### config.mk
export PLATFORM = sky130hd
export DESIGN_NAME = byte_diff_run_patch_encoder_core
export DESIGN_NICKNAME = d
export VERILOG_FILES = /design/src/hw/rtl/bdrp_pkg.sv /design/src/hw/rtl/bdrp_queue.sv /design/src/hw/rtl/bdrp_front.sv /design/src/hw/rtl/bdrp_back.sv /design/src/hw/rtl/byte_diff_run_patch_encoder_core.sv
export SDC_FILE = /design/constraint.sdc
export NUM_CORES = 2
export LEC_CHECK = 0
export ABC_AREA = 1
export BUFFER_PORTS_ARGS = -buffer_cell sky130_fd_sc_hd__buf_2
export CAP_MARGIN = 20
export CORE_ASPECT_RATIO = 1.25
export CORE_MARGIN = 1
export CORE_UTILIZATION = 30
export CTS_BUF_LIST = sky130_fd_sc_hd__clkbuf_8
export DETAILED_ROUTE_END_ITERATION = 8
export GPL_TIMING_DRIVEN = 0
export PLACE_DENSITY = 0.42
export SLEW_MARGIN = 25
export SYNTH_ARGS = -nofsm -noshare
export SYNTH_HDL_FRONTEND = slang
export SYNTH_SLANG_ARGS = --single-unit
### constraint.sdc
create_clock -name clk -period 10.15 [get_ports clk]
set_clock_uncertainty 0.05 [all_clocks]
set_input_delay 0.5075 -clock clk [delete_from_list [all_inputs] [get_ports clk]]
set_output_delay 0.5075 -clock clk [all_outputs]
set_load 0.05 [all_outputs]
### src/hw/rtl/bdrp_pkg.sv
`timescale 1ns / 1ps
package bdrp_pkg;

  // Block and offset geometry
  localparam int BLOCK_BYTES = 255;
  localparam int OFFSET_BITS = 32;
  localparam int COUNT_W     = 8;
  localparam int LANES       = 8;
  localparam int LANE_W      = $clog2(LANES);
  localparam int STORE_ROWS  = (BLOCK_BYTES + LANES - 1) / LANES;
  localparam int ROW_W       = (STORE_ROWS > 1) ? $clog2(STORE_ROWS) : 1;
  localparam int WORD_W      = 8 * LANES;
  localparam int QUEUE_DEPTH = 2;
  localparam int QPTR_W      = $clog2(QUEUE_DEPTH);
  localparam int QCNT_W      = $clog2(QUEUE_DEPTH + 1);

  // Result kinds
  localparam logic [1:0] KIND_HEADER = 2'd0;
  localparam logic [1:0] KIND_DATA   = 2'd1;
  localparam logic [1:0] KIND_END    = 2'd2;

  // One queue entry: a run to emit and/or an end-of-stream marker
  typedef struct packed {
    logic                   close;
    logic                   last;
    logic                   changes;
    logic [OFFSET_BITS-1:0] start;
    logic [COUNT_W-1:0]     count;
  } cmd_t;

  // Back end to front end: store read row and store release
  typedef struct packed {
    logic [ROW_W-1:0] rd_row;
    logic             release_store;
  } back_ctl_t;

endpackage

### src/hw/rtl/bdrp_queue.sv
`timescale 1ns / 1ps
module bdrp_queue (
  input  logic          clk,
  input  logic          rst,
  input  logic          push,
  input  bdrp_pkg::cmd_t push_cmd,
  output logic          full,
  input  logic          pop,
  output logic          empty,
  output bdrp_pkg::cmd_t head_cmd
);

  bdrp_pkg::cmd_t                     slots [bdrp_pkg::QUEUE_DEPTH];
  logic [bdrp_pkg::QPTR_W-1:0]        wr_ptr;
  logic [bdrp_pkg::QPTR_W-1:0]        rd_ptr;
  logic [bdrp_pkg::QCNT_W-1:0]        count;

  assign full     = (count == bdrp_pkg::QCNT_W'(bdrp_pkg::QUEUE_DEPTH));
  assign empty    = (count == '0);
  assign head_cmd = slots[rd_ptr];

  always_ff @(posedge clk) begin
    if (push) begin
      slots[wr_ptr] <= push_cmd;
    end
  end

  always_ff @(posedge clk) begin
    if (rst) begin
      wr_ptr <= '0;
      rd_ptr <= '0;
      count  <= '0;
    end else begin
      if (push) begin
        wr_ptr <= wr_ptr + 1'b1;
      end
      if (pop) begin
        rd_ptr <= rd_ptr + 1'b1;
      end
      if (push && !pop) begin
        count <= count + 1'b1;
      end else if (pop && !push) begin
        count <= count - 1'b1;
      end
    end
  end

`ifndef ASSERT_OFF
  a_no_overflow: assert property (@(posedge clk) disable iff (rst)
    (push && !pop) |-> !full)
    else $error("queue push while full");
  a_no_underflow: assert property (@(posedge clk) disable iff (rst)
    pop |-> !empty)
    else $error("queue pop while empty");
`endif

endmodule

### src/hw/rtl/bdrp_front.sv
`timescale 1ns / 1ps
module bdrp_front (
  input  logic                 clk,
  input  logic                 rst,
  input  logic                 in_valid,
  output logic                 in_ready,
  input  logic [7:0]           orig_byte,
  input  logic                 orig_present,
  input  logic [7:0]           new_byte,
  input  logic                 final_byte,
  input  logic                 q_full,
  output logic                 q_push,
  output bdrp_pkg::cmd_t       q_cmd,
  input  bdrp_pkg::back_ctl_t  back_ctl,
  output logic [bdrp_pkg::WORD_W-1:0] rd_data
);

  logic [bdrp_pkg::WORD_W-1:0]      mem [bdrp_pkg::STORE_ROWS];

  logic                             busy;
  logic                             in_run;
  logic [bdrp_pkg::OFFSET_BITS-1:0] run_start;
  logic [bdrp_pkg::COUNT_W-1:0]     run_count;
  logic [7:0]                       block_position;
  logic [bdrp_pkg::OFFSET_BITS-1:0] file_position;
  logic                             any_change;

  logic                             accept;
  logic [7:0]                       ref_byte;
  logic                             diff;
  logic                             close_eq;
  logic                             block_end;
  logic [7:0]                       bp_inc;
  logic [bdrp_pkg::COUNT_W-1:0]     wr_index;
  logic [bdrp_pkg::COUNT_W-1:0]     count_new;
  logic                             do_write;

  assign in_ready = !busy && !q_full;
  assign accept   = in_valid && in_ready;

  always_comb begin
    ref_byte  = orig_present ? orig_byte : 8'd0;
    diff      = (new_byte != ref_byte);
    close_eq  = in_run && !diff;
    bp_inc    = block_position + 8'd1;
    block_end = (bp_inc >= 8'(bdrp_pkg::BLOCK_BYTES)) || final_byte;
    wr_index  = in_run ? run_count : '0;
    do_write  = diff && (wr_index != {bdrp_pkg::COUNT_W{1'b1}});
    count_new = do_write ? wr_index + 1'b1 : wr_index;

    q_cmd.close   = close_eq || (block_end && diff);
    q_cmd.last    = final_byte;
    q_cmd.changes = any_change || diff;
    q_cmd.start   = (in_run) ? run_start : file_position;
    q_cmd.count   = close_eq ? run_count : count_new;
    q_push        = accept && (q_cmd.close || final_byte);
  end

  // Run store: one byte lane written per accepted differing byte
  always_ff @(posedge clk) begin
    if (accept && do_write) begin
      mem[wr_index[bdrp_pkg::LANE_W +: bdrp_pkg::ROW_W]]
        [{wr_index[bdrp_pkg::LANE_W-1:0], 3'b000} +: 8] <= new_byte;
    end
    rd_data <= mem[back_ctl.rd_row];
  end

  always_ff @(posedge clk) begin
    if (rst) begin
      busy           <= 1'b0;
      in_run         <= 1'b0;
      run_start      <= '0;
      run_count      <= '0;
      block_position <= '0;
      file_position  <= '0;
      any_change     <= 1'b0;
    end else begin
      if (back_ctl.release_store) begin
        busy <= 1'b0;
      end else if (q_push && q_cmd.close) begin
        busy <= 1'b1;
      end
      if (accept) begin
        if (final_byte) begin
          in_run         <= 1'b0;
          run_start      <= '0;
          run_count      <= '0;
          block_position <= '0;
          file_position  <= '0;
          any_change     <= 1'b0;
        end else begin
          in_run         <= diff && !block_end;
          if (diff && !in_run) begin
            run_start <= file_position;
          end
          run_count      <= q_cmd.close ? '0 : (diff ? count_new : run_count);
          block_position <= block_end ? 8'd0 : bp_inc;
          file_position  <= file_position + 1'b1;
          any_change     <= any_change || diff;
        end
      end
    end
  end

`ifndef ASSERT_OFF
  a_run_count_tracks: assert property (@(posedge clk) disable iff (rst)
    in_run == (run_count != '0))
    else $error("run count out of step with open run");
  a_block_pos_range: assert property (@(posedge clk) disable iff (rst)
    block_position < 8'(bdrp_pkg::BLOCK_BYTES))
    else $error("block position past block end");
`endif

endmodule

### src/hw/rtl/bdrp_back.sv
`timescale 1ns / 1ps
module bdrp_back (
  input  logic                 clk,
  input  logic                 rst,
  input  logic                 q_empty,
  output logic                 q_pop,
  input  bdrp_pkg::cmd_t       q_head,
  output bdrp_pkg::back_ctl_t  back_ctl,
  input  logic [bdrp_pkg::WORD_W-1:0] rd_data,
  output logic                 out_valid,
  input  logic                 out_ready,
  output logic [1:0]           kind,
  output logic [31:0]          run_offset,
  output logic [7:0]           run_length,
  output logic [63:0]          data_word,
  output logic [3:0]           data_count,
  output logic                 run_end,
  output logic                 changes_found
);

  typedef enum logic [4:0] {
    S_IDLE = 5'b00001,
    S_HEAD = 5'b00010,
    S_READ = 5'b00100,
    S_DATA = 5'b01000,
    S_END  = 5'b10000
  } state_t;

  state_t                       state;
  state_t                       state_next;
  bdrp_pkg::cmd_t               cmd;
  logic [bdrp_pkg::ROW_W-1:0]   row;
  logic [bdrp_pkg::COUNT_W-1:0] rem;

  logic                         slot_free;
  logic                         load;
  logic [3:0]                   word_n;
  logic                         word_last;
  logic [63:0]                  word_masked;

  assign slot_free              = !out_valid || out_ready;
  assign q_pop                  = (state == S_IDLE) && !q_empty;
  assign back_ctl.rd_row        = row;
  assign back_ctl.release_store = (state == S_DATA) && slot_free && word_last;

  always_comb begin
    word_n    = (rem > bdrp_pkg::COUNT_W'(8)) ? 4'd8 : rem[3:0];
    word_last = (rem <= bdrp_pkg::COUNT_W'(8));
    for (int i = 0; i < 8; i++) begin
      word_masked[8*i +: 8] = (4'(i) < word_n) ? rd_data[8*i +: 8] : 8'd0;
    end
  end

  always_comb begin
    state_next = state;
    load       = 1'b0;
    case (state)
      S_IDLE: begin
        if (!q_empty) begin
          state_next = q_head.close ? S_HEAD : S_END;
        end
      end
      S_HEAD: begin
        if (slot_free) begin
          load       = 1'b1;
          state_next = S_READ;
        end
      end
      S_READ: begin
        state_next = S_DATA;
      end
      S_DATA: begin
        if (slot_free) begin
          load = 1'b1;
          if (word_last) begin
            state_next = cmd.last ? S_END : S_IDLE;
          end else begin
            state_next = S_READ;
          end
        end
      end
      S_END: begin
        if (slot_free) begin
          load       = 1'b1;
          state_next = S_IDLE;
        end
      end
      default: begin
        state_next = S_IDLE;
      end
    endcase
  end

  // Payload registers: latch the command, walk rows, load results
  always_ff @(posedge clk) begin
    if (q_pop) begin
      cmd <= q_head;
    end
    if (state == S_HEAD && slot_free) begin
      row <= '0;
      rem <= cmd.count;
    end else if (state == S_DATA && slot_free && !word_last) begin
      row <= row + 1'b1;
      rem <= rem - bdrp_pkg::COUNT_W'(8);
    end
    if (load) begin
      case (state)
        S_HEAD: begin
          kind          <= bdrp_pkg::KIND_HEADER;
          run_offset    <= 32'(cmd.start);
          run_length    <= 8'(cmd.count);
          data_word     <= '0;
          data_count    <= '0;
          run_end       <= 1'b0;
          changes_found <= 1'b0;
        end
        S_DATA: begin
          kind          <= bdrp_pkg::KIND_DATA;
          run_offset    <= '0;
          run_length    <= '0;
          data_word     <= word_masked;
          data_count    <= word_n;
          run_end       <= word_last;
          changes_found <= 1'b0;
        end
        default: begin
          kind          <= bdrp_pkg::KIND_END;
          run_offset    <= '0;
          run_length    <= '0;
          data_word     <= '0;
          data_count    <= '0;
          run_end       <= 1'b0;
          changes_found <= cmd.changes;
        end
      endcase
    end
  end

  always_ff @(posedge clk) begin
    if (rst) begin
      state     <= S_IDLE;
      out_valid <= 1'b0;
    end else begin
      state <= state_next;
      if (load) begin
        out_valid <= 1'b1;
      end else if (out_ready) begin
        out_valid <= 1'b0;
      end
    end
  end

`ifndef ASSERT_OFF
  a_data_has_bytes: assert property (@(posedge clk) disable iff (rst)
    (state == S_DATA) |-> (rem != '0))
    else $error("data word with no bytes left");
  a_release_then_idle_or_end: assert property (@(posedge clk) disable iff (rst)
    back_ctl.release_store |=> (state == S_IDLE || state == S_END))
    else $error("store released mid-run");
`endif

endmodule

### src/hw/rtl/byte_diff_run_patch_encoder_core.sv
`timescale 1ns / 1ps
// Byte-difference run patch encoder. Each input word pairs a byte of the
// original image (zero where orig_present is low) with the byte at the same
// offset of the modified image; maximal runs of differing bytes, cut at every
// 255-byte block boundary counted from offset zero, come out as a header word
// (kind 0: run_offset, run_length) followed by data words (kind 1: up to eight
// run bytes, first byte in bits 7..0, data_count valid bytes, run_end on the
// last). The word with final_byte set also yields an end word (kind 2) whose
// changes_found tells whether any byte differed; the encoder then restarts at
// offset zero. Rate: one input word per cycle while no run closes and the
// queue is not full. The run store is a single 32-row by 64-bit memory owned
// by the front end, so after an input word that closes a run, input stalls
// until the back end has sent the run out through the header slot and the
// read-then-emit loop over the store rows. A two-entry queue between front
// and back lets the output side stall without blocking bytes that close no
// run, as long as the queue has room.
module byte_diff_run_patch_encoder_core (
  input  logic        clk,
  input  logic        rst,
  input  logic        in_valid,
  output logic        in_ready,
  input  logic [7:0]  orig_byte,
  input  logic        orig_present,
  input  logic [7:0]  new_byte,
  input  logic        final_byte,
  output logic        out_valid,
  input  logic        out_ready,
  output logic [1:0]  kind,
  output logic [31:0] run_offset,
  output logic [7:0]  run_length,
  output logic [63:0] data_word,
  output logic [3:0]  data_count,
  output logic        run_end,
  output logic        changes_found
);

  // Front end to queue
  logic                          q_push;
  logic                          q_full;
  bdrp_pkg::cmd_t                q_cmd;
  // Queue to back end
  logic                          q_pop;
  logic                          q_empty;
  bdrp_pkg::cmd_t                q_head;
  // Back end store access
  bdrp_pkg::back_ctl_t           back_ctl;
  logic [bdrp_pkg::WORD_W-1:0]   rd_data;

  // Classify bytes, track runs and blocks, fill the run store
  bdrp_front u_front (
    .clk          (clk),
    .rst          (rst),
    .in_valid     (in_valid),
    .in_ready     (in_ready),
    .orig_byte    (orig_byte),
    .orig_present (orig_present),
    .new_byte     (new_byte),
    .final_byte   (final_byte),
    .q_full       (q_full),
    .q_push       (q_push),
    .q_cmd        (q_cmd),
    .back_ctl     (back_ctl),
    .rd_data      (rd_data)
  );

  // Hold closed runs and end markers until the back end takes them
  bdrp_queue u_queue (
    .clk      (clk),
    .rst      (rst),
    .push     (q_push),
    .push_cmd (q_cmd),
    .full     (q_full),
    .pop      (q_pop),
    .empty    (q_empty),
    .head_cmd (q_head)
  );

  // Emit header, packed data words and end marker through the output register
  bdrp_back u_back (
    .clk           (clk),
    .rst           (rst),
    .q_empty       (q_empty),
    .q_pop         (q_pop),
    .q_head        (q_head),
    .back_ctl      (back_ctl),
    .rd_data       (rd_data),
    .out_valid     (out_valid),
    .out_ready     (out_ready),
    .kind          (kind),
    .run_offset    (run_offset),
    .run_length    (run_length),
    .data_word     (data_word),
    .data_count    (data_count),
    .run_end       (run_end),
    .changes_found (changes_found)
  );

endmodule

==> impl_metrics.env <==
export IMPL_hold_ws_ns=0.0699
export IMPL_pre_cts_slack_ns=5.56
export IMPL_numCtsBuffers=417
export IMPL_avgRoutedWirePerCell_um=38.2
export IMPL_ys_seq_area_share_pct=75.1
export IMPL_clock_sinks=2459
export IMPL_drive_gt1_share_pct=16.3
export IMPL_mostFrequentLayoutCells="edfxtp_1 (2296), nor2_1 (1345), o21ai_0 (1104)"
export IMPL_synth_nets=7560
export IMPL_grt_pass1_vias=68400
export IMPL_slowest_delay_ns=0.85
export IMPL_critPathMostFrequentCell="buf_2"
export IMPL_cts_tree="built"
export IMPL_vdd_drop_max_mv=0.161
export IMPL_overflow=0
export IMPL_final_common_cell="edfxtp_1"
export IMPL_drt_first_pass_iters=8
export IMPL_crit_type="flip-flop to flip-flop"
export IMPL_multiInputGateArea_um2=22100
export IMPL_clk_latency_ns=1.12
export IMPL_cts_root_buf="clkbuf_8"
export IMPL_grt_pass1_wl_mm=634
export IMPL_syn_area_um2=96200
export IMPL_pwr_density_cell_nw_per_um2=258
export IMPL_drv_slew=0
export IMPL_end_kind="flip-flop"
export IMPL_hp_class="primary input to flip-flop"
export IMPL_fin_crit_ns=5.16
export IMPL_worst_slew_pin_transition_ns=1.28
export IMPL_grt_antenna_before_repair=68
export IMPL_setup_viol=0
export IMPL_seqCellArea_um2=72200
export IMPL_async_reset_ff_share_pct=0
export IMPL_startpoint_type="flip-flop"
export IMPL_post_route_worst_setup_slack_ns=4.99
export IMPL_port_buffers=133
export IMPL_gp_congestion=1.04
export IMPL_core_um2=319000
export IMPL_crit_slowest_cell="a31oi_1"
export IMPL_critPathMaxFanout=10
export IMPL_synth_edf_count=2296
export IMPL_via_count=72500
export IMPL_row_count=232
export IMPL_syn2layout_area_growth_pct=18.7
export IMPL_die_h_um=635
export IMPL_htree_levels=5
export IMPL_max_clock_freq_ghz=0.194
export IMPL_cts_max_path_buffers=4
export IMPL_fp_dieArea_um2=323000
export IMPL_crit_required_ns=10.96
export IMPL_status="finished, final reports clean"
export IMPL_wirelength_mm=490
export IMPL_io_pins=136
export IMPL_crit_arrival_ns=5.96
export IMPL_ys_warn_count=0
export IMPL_hold_violations=0
export IMPL_synth_ff_type="edfxtp_1"
export IMPL_fin_setup_tns_ns=0
export IMPL_final_antenna_net_count=0
export IMPL_placed_cells=12000
export IMPL_fillCellCount=31500
export IMPL_ys_ff_latch=2459
export IMPL_p_leak_uw=0.0340
export IMPL_drc=0
export IMPL_drv_cap=0
export IMPL_fin_crit_sh_pct=50.8
export IMPL_path_cells="buf_2 -> inv_2 -> buf_4 -> buf_2 -> clkbuf_1 -> o21ai_0 -> o221ai_1 -> nand3_1 -> a31oi_1"
export IMPL_max_slew_margin_pct=14.4
export IMPL_die_x_um=508
export IMPL_num_nets_final=8278
export IMPL_avgViaCountPerCell=5.65
export IMPL_hpwl_mm=351
export IMPL_initialDrtViolationCount=10300
export IMPL_cts_resized_gates=0
export IMPL_instances_no_fill=12800
export IMPL_syn_inst=7529
export IMPL_initial_core_util_pct=30.1
export IMPL_syn_area_per_cell_um2=12.8
export IMPL_grt_use_total_pct=29.7
export IMPL_rsz0062_at_grt="no"
export IMPL_clkTransAtPathRegs_ns=0.06
export IMPL_grt_max_degree=76
export IMPL_synth_distinct_cells=48
flip-flops by register name, summed over array words and instances (netlist names), 8 cells and up, named ones only:
| signal | flops |
|---|---|
| u_front.rd_data | 64 |
| u_back.run_length | 8 |
| u_front.run_start | 32 |
| u_front.mem | 2048 |
| u_front.block_position | 8 |
| u_queue.slots | 86 |
| u_back.cmd | 42 |
| u_back.run_offset | 32 |
| u_front.file_position | 32 |
| u_front.run_count | 8 |
| u_back.data_word | 64 |
| u_back.rem | 8 |
cells by family (layout without fill, tap and decap cells):
logic type,after synthesis,in the layout,synth area share [%]
AOI/OAI and AO/OA,1894,1894,11.3
adders and majority gates,9,9,0.117
buffers and inverters,734,1782,3.09
xor gates and xnor gates,15,15,0.137
DFF,2459,2459,75.1
muxes,43,43,0.503
and+or+nand+nor,2375,2375,9.78
other,0,52,0
report_power, final:
| part | switching [uW] | total, uW | leakage, uW | internal (uW) |
|---|---|---|---|---|
| Clock | 4360 | 8680 | 0.00446 | 4320 |
| Combinational | 7630 | 9410 | 0.0106 | 1780 |
| Sequential | 98.0 | 11400 | 0.0190 | 11300 |
| Total | 12100 | 29500 | 0.0340 | 17400 |
repair_timing:
action / CTS / global route
setup endpoints to repair: 0 / 0
buffers inserted: 0 / 0
endpoints found under the hold margin: 70 / 0
hold buffers: 8 / 0
synth_stat cells (32+ instances only):
cell / n / area, um2
edfxtp_1: 2296 / 68900
nor2_1: 1579 / 5930
o21ai_0: 1104 / 5530
nand2_1: 500 / 1880
clkbuf_1: 341 / 1280
o22ai_1: 309 / 1930
inv_1: 231 / 867
o221ai_1: 190 / 1660
nand3_1: 171 / 856
dfxtp_1: 163 / 3260
a21oi_1: 157 / 786
buf_2: 124 / 621
a31oi_1: 51 / 319
nor3_1: 50 / 250
mux2_2: 43 / 484
o211ai_1: 33 / 248
nand4_1: 32 / 200
per-layer routing:
layer | global-route usage [%] | vias up | share of wire (%)
met3 | 6.65 | 1391 | 9.3
met1 | 35.4 | 36800 | 36
li1 | - | 29300 | -
met4 | 25.7 | 14 | 10
met2 | 45.3 | 5018 | 45
met5 | 0 | - | 0.014
worst max-delay path: cells and delay by family (launching register included):
kind / cells / cell delay (ns)
buffers and inverters: 5 / 2.35
and+or+nand+nor: 1 / 0.83
DFF: 1 / 0.39
AOI/OAI and AO/OA: 3 / 1.23
layout make-up:
| cell class | count | share of cell area, % |
|---|---|---|
| flip-flops and latches | 2459 | 63.2 |
| multi-input cells | 4336 | 19.3 |
| clock buffers | 437 | 5.27 |
| well taps | 4212 | 4.61 |
| repair buffers | 299 | 3.21 |
| plain buffers | 497 | 1.97 |
| clock inverters | 312 | 1.50 |
| inverters | 237 | 0.788 |
| diodes | 52 | 0.114 |
stage by stage:
stage | instance area [um2] | power [uW] | util [%]
detailed placement | 106000 | 20500 | 33.2
CTS | 114000 | 29000 | 35.7
finish | 114000 | 29500 | 35.8
floorplan | 96200 | 15000 | -
global placement | 102000 | 20200 | 32.0
global route | 114000 | 29900 | 35.7
path summary, 6_finish.rpt:
kind / from / to / slack [ns] / cells after the start
worst max-delay path: u_back.row[0]$_SDFFE_PP0P_ / u_front.rd_data[61]$_DFF_P_ / 4.99 / 9
worst min-delay path: orig_byte[0] / u_queue.slots[0][40]$_DFFE_PP_ / 0.07 / 6
worst max register to register: u_back.row[0]$_SDFFE_PP0P_ / u_front.rd_data[61]$_DFF_P_ / 4.99 / 9
worst min register to register: u_queue.rd_ptr$_SDFFE_PP0P_ / u_queue.rd_ptr$_SDFFE_PP0P_ / 0.41 / 1
Power figures use the tool's default switching activity.
